**config.mk**
```make
export PLATFORM = sky130hd
export DESIGN_NAME = hmh_fiber_store
export DESIGN_NICKNAME = d
export VERILOG_FILES = /design/src/design/hmh_pkg.sv /design/src/design/hmh_fiber_store.sv
export SDC_FILE = /design/constraint.sdc
export NUM_CORES = 2
export LEC_CHECK = 0
export ABC_CLOCK_PERIOD_IN_PS = 3700
export BUFFER_PORTS_ARGS = -buffer_cell sky130_fd_sc_hd__buf_2
export CORE_MARGIN = 4
export CORE_UTILIZATION = 50
export DETAILED_ROUTE_END_ITERATION = 16
export PLACE_DENSITY = 0.68
export SLEW_MARGIN = 20
export SYNTH_ARGS = -nofsm -noshare
export SYNTH_HDL_FRONTEND = slang
export SYNTH_SLANG_ARGS = --single-unit
```
**constraint.sdc**
```tcl
create_clock -name i_clk -period 3.7 [get_ports i_clk]
set_clock_uncertainty 0.2 [all_clocks]
set_input_delay 0.185 -clock i_clk [delete_from_list [all_inputs] [get_ports i_clk]]
set_output_delay 0.185 -clock i_clk [all_outputs]
set_load 0.05 [all_outputs]
```
**src/design/hmh_pkg.sv**
```systemverilog
package hmh_pkg;

    // Array geometry.
    localparam int FIBERS_PER_LAYER = 16;
    localparam int COUNT_WIDTH      = 32;

    localparam int NSTORE  = 4 * FIBERS_PER_LAYER;
    localparam int NBINS   = 2 * FIBERS_PER_LAYER + 1;
    localparam int NHIST   = NBINS * NBINS;
    localparam int FIB_W   = $clog2(FIBERS_PER_LAYER);
    localparam int LOW_W   = FIB_W + 1;
    localparam int SIDX_W  = $clog2(NSTORE);
    localparam int BIN_W   = $clog2(NBINS);
    localparam int HADDR_W = $clog2(NHIST);

    // Function codes of an input transaction.
    localparam logic [1:0] FUNC_LOAD   = 2'd0;
    localparam logic [1:0] FUNC_SAMPLE = 2'd1;
    localparam logic [1:0] FUNC_READ   = 2'd2;

    // Kind codes of a result transaction.
    localparam logic KIND_DECISION = 1'b0;
    localparam logic KIND_READBACK = 1'b1;

    // Unity gain in unsigned Q4.12.
    localparam logic [15:0] GAIN_ONE = 16'd4096;

    typedef struct packed {
        logic [1:0]         func;
        logic               layer;
        logic               axis;
        logic [3:0]         fiber;
        logic signed [23:0] sample_value;
        logic signed [23:0] threshold;
        logic [15:0]        gain_recip;
        logic               last_of_event;
        logic [5:0]         bin_x;
        logic [5:0]         bin_y;
    } t_in_item;

    typedef struct packed {
        logic        kind;
        logic        filled;
        logic [4:0]  x_low_bin;
        logic [4:0]  y_low_bin;
        logic [31:0] bin_count;
    } t_out_item;

    // Write side of the fiber store.
    typedef struct packed {
        logic               cal_we;
        logic               raw_we;
        logic               raw_clr;
        logic [SIDX_W-1:0]  idx;
        logic signed [23:0] thr;
        logic [15:0]        gain;
        logic signed [23:0] raw;
    } t_store_wr;

    // Registered read data of the fiber store, defaults already applied.
    typedef struct packed {
        logic signed [23:0] thr;
        logic [15:0]        gain;
        logic signed [23:0] raw;
    } t_store_rd;

    // Command to the histogram memory.
    typedef struct packed {
        logic               rd_en;
        logic               bump_en;
        logic [HADDR_W-1:0] addr;
    } t_hist_cmd;

    function automatic logic [SIDX_W-1:0] store_index(
        input logic             axis,
        input logic             layer,
        input logic [FIB_W-1:0] fib
    );
        int sum;
        sum = (axis ? 2 * FIBERS_PER_LAYER : 0) + (layer ? FIBERS_PER_LAYER : 0) + int'(fib);
        return SIDX_W'(sum);
    endfunction

    function automatic logic [HADDR_W-1:0] hist_addr(
        input logic [BIN_W-1:0] x,
        input logic [BIN_W-1:0] y
    );
        int sum;
        sum = int'(x) * NBINS + int'(y);
        return HADDR_W'(sum);
    endfunction

endpackage

```
**src/design/hmh_fiber_store.sv**
```systemverilog
module hmh_fiber_store
    import hmh_pkg::*;
(
    input  logic              i_clk,
    input  logic              i_rst_n,
    input  t_store_wr         i_wr,
    input  logic              i_rd_en,
    input  logic [SIDX_W-1:0] i_rd_idx,
    output t_store_rd         o_rd
);

    logic signed [23:0] r_thr_mem  [NSTORE];
    logic [15:0]        r_gain_mem [NSTORE];
    logic signed [23:0] r_raw_mem  [NSTORE];

    // An entry whose valid bit is clear reads as its reset value.
    logic [NSTORE-1:0]  r_cal_vld;
    logic [NSTORE-1:0]  r_raw_vld;

    logic signed [23:0] r_rd_thr;
    logic [15:0]        r_rd_gain;
    logic signed [23:0] r_rd_raw;
    logic               r_rd_cal_vld;
    logic               r_rd_raw_vld;

    always_ff @(posedge i_clk) begin
        if (i_wr.cal_we) begin
            r_thr_mem[i_wr.idx]  <= i_wr.thr;
            r_gain_mem[i_wr.idx] <= i_wr.gain;
        end
        if (i_wr.raw_we) begin
            r_raw_mem[i_wr.idx] <= i_wr.raw;
        end
        if (i_rd_en) begin
            r_rd_thr     <= r_thr_mem[i_rd_idx];
            r_rd_gain    <= r_gain_mem[i_rd_idx];
            r_rd_raw     <= r_raw_mem[i_rd_idx];
            r_rd_cal_vld <= r_cal_vld[i_rd_idx];
            r_rd_raw_vld <= r_raw_vld[i_rd_idx];
        end
    end

    always_ff @(posedge i_clk) begin
        if (!i_rst_n) begin
            r_cal_vld <= '0;
            r_raw_vld <= '0;
        end else begin
            if (i_wr.cal_we) begin
                r_cal_vld[i_wr.idx] <= 1'b1;
            end
            if (i_wr.raw_clr) begin
                r_raw_vld <= '0;
            end else if (i_wr.raw_we) begin
                r_raw_vld[i_wr.idx] <= 1'b1;
            end
        end
    end

    assign o_rd.thr  = r_rd_cal_vld ? r_rd_thr  : '0;
    assign o_rd.gain = r_rd_cal_vld ? r_rd_gain : GAIN_ONE;
    assign o_rd.raw  = r_rd_raw_vld ? r_rd_raw  : '0;

endmodule

```
==> impl_metrics.yaml <==
outcome:
  outcome: "completed"
route:
  drt_iter0_markers: 11600
  wl_per_cell_um: 36.1
  vias: 81500
  drcViolationCount: 0
  drt_first_pass_iters: 6
  viasPerCell: 6.61
  antenna_left: 0
  routed_wl_mm: 445
clock_network:
  cts_root_buffer: "clkbuf_16"
  cts_sinks: 4290
  clkSlewWorstSetupHoldPaths_ns: 0.06
  clk_latency_ns: 0.97
  numCtsBuffers: 410
  cts_max_path_buffers: 4
  cts_tree: "built"
  h-tree-depth: 5
  cts_resized: 0
  cts_setup_buffers: 0
floorplan:
  core_sq_um: 322000
  chipWidth_um: 577
  ioPinCount: 146
  initial_core_util: 0.504
  fp-row-count: 208
  die_area_sq_um: 333000
  die_height_um: 577
final_layout:
  fin_nets: 7748
  final_common_cell: "edfxtp_1"
  final_cell_area_sq_um: 186000
  area_growth_pct: 14.6
  drive_above_1_share: 0.299
  utilization: 0.577
  final_cell_mix: "4162 x edfxtp_1, 1056 x mux4_2, 415 x clkbuf_16"
yosys:
  yosys.area.top_type: "edfxtp_1"
  yosysWarnings: 0
  yosysTopAreaCellShare: 0.772
  synthFlopType: "edfxtp_1"
  yosys-top-cells-area: "edfxtp_1 77%, mux4_2 15%, dfxtp_1 1.6%, a22oi_1 1.2%, o21a_1 0.59%"
  synth_seq_cells: 4290
  syn_area_sq_um: 162000
  synth_cell_types: 29
  async_flop_share: 0
  postSynthCellCount: 7017
  synth_edf_count: 4162
  synth_area_per_cell_sq_um: 23.1
  synthesis.nets: 7099
  synth-seq-area-share: 0.787
sta:
  worst_pin_slew_ns: 1.09
  setup_viol: 0
  relSlewSlack: 0.272
  whs_ns: 0.00791
  fmax_mhz: 290
  min_period_ns: 3.45
  rsz0062_at_grt: "no"
  slew_violations: 0
  min_period_over_period: 0.933
  hold_violations: 0
global_route:
  grt_overflow: 0
  grt_pass1_wl_mm: 625
  grt_usage: 0.265
  antenna_found_initial: 29
  grt_max_degree: 87
  first_global_vias: 81300
critical_path:
  cpMaxStageDelayCell: "edfxtp_1"
  cp_data_arrival_time_ns: 3.07
  cp-start-kind: "flip-flop"
  cp_max_fo: 18
  end_kind: "output port"
  critical_path_class: "flip-flop to output port"
  max_stage_delay_ns: 0.63
  required_ns: 3.31
  crit_chain: "buf_4 -> and2_1 -> buf_2"
placed_design:
  port_buffers: 145
  post-dp-hpwl_mm: 247
  place_area_sq_um: 171000
  gp_congestion: 0.818
min_path:
  hold_path.class: "input pin to flip-flop"
run:
  cap_violations: 0
power_and_ir_drop:
  powerDensity_nw_per_um2: 542
  leakagePower_nw: 58.2
  vdd_drop_max_v: 0.000438
cells by family after synthesis:
| logic type | count (synthesis) | synth area share |
|---|---|---|
| simple gates | 455 | 0.0140 |
| flops | 4290 | 0.787 |
| buf+inv | 428 | 0.0136 |
| mux | 1123 | 0.151 |
| compound gates | 721 | 0.0339 |
power breakdown:
group	total [mW]	switching (mW)	internal (mW)
clock	41.6	17.9	23.7
combinational	5.21	3.32	1.89
sequential	53.9	0.197	53.7
cells in the mapped netlist, types with 5 or more instances:
master	number
and2_1	66
nand3b_1	33
or2_2	15
o211a_1	66
buf_6	48
buf_2	116
clkbuf_1	185
mux2i_1	67
or3b_2	5
mux4_2	1056
buf_4	24
buf_1	53
o21a_1	128
dfxtp_1	128
a22oi_1	264
nand3_1	112
nor2b_1	6
nand2b_1	7
o221ai_1	66
o22ai_1	131
nor2_1	197
edfxtp_1	4162
a211oi_1	65
worst max-delay path, delay by kind of cell (launching register included):
family,cells,cell delay [ns]
buf+inv,2,0.91
flops,1,0.63
simple gates,1,0.53
final timing paths:
check / startpoint / endpoint / slack, ns / cells after the start
max reg2reg: r_raw_mem[34][7] / r_rd_raw[7] / 1.33 / 4
min: i_wr[48] / r_thr_mem[4][8] / 0.008 / 2
min reg2reg: r_raw_vld[23] / r_raw_vld[23] / 0.26 / 1
max: r_rd_cal_vld / o_rd[38] / 0.25 / 3
per-layer routing:
metal  wire (um)  GRT usage  share of wire
met1      160000      0.361           0.36
met2      218000      0.427           0.49
met3       47700     0.0536           0.11
met4       18800      0.100          0.042
met5          57          0        0.00013
sequential cells by signal (all words and copies together), names as in the netlist, 16 cells and up:
register    cells
r_cal_vld      64
r_rd_thr       24
r_raw_mem    1536
r_raw_vld      64
r_gain_mem   1024
r_rd_gain      16
r_rd_raw       24
r_thr_mem    1536
area by class of cell:
class	instances	area (sq um)
diodes	14	35.0
clock buffers	511	10900
clock inverters	248	2360
fillers	22800	136000
inverters	2	7.51
multi-input cells	2299	32900
flip-flops and latches	4290	128000
well taps	4305	5390
repair buffers	663	6410
timing repair:
item / 4_1_cts / 5_1_grt
hold endpoints to repair: 4402 / 0
endpoints found under the setup margin: 0 / 0
hold buffers: 85 / 0
metrics by stage:
stage	setup TNS, ns	setup WS, ns	cells	total power [mW]
3_3_place_gp	0	0.346	11500	59.9
5_1_grt	0	0.161	12300	104
4_1_cts	0	0.180	12300	101
6_report	0	0.248	12300	101
3_5_place_dp	0	0.471	11500	60.0
2_1_floorplan	-15.05	-0.0235	7017	57.6
Note: power is estimated with default switching activity, not from simulation.
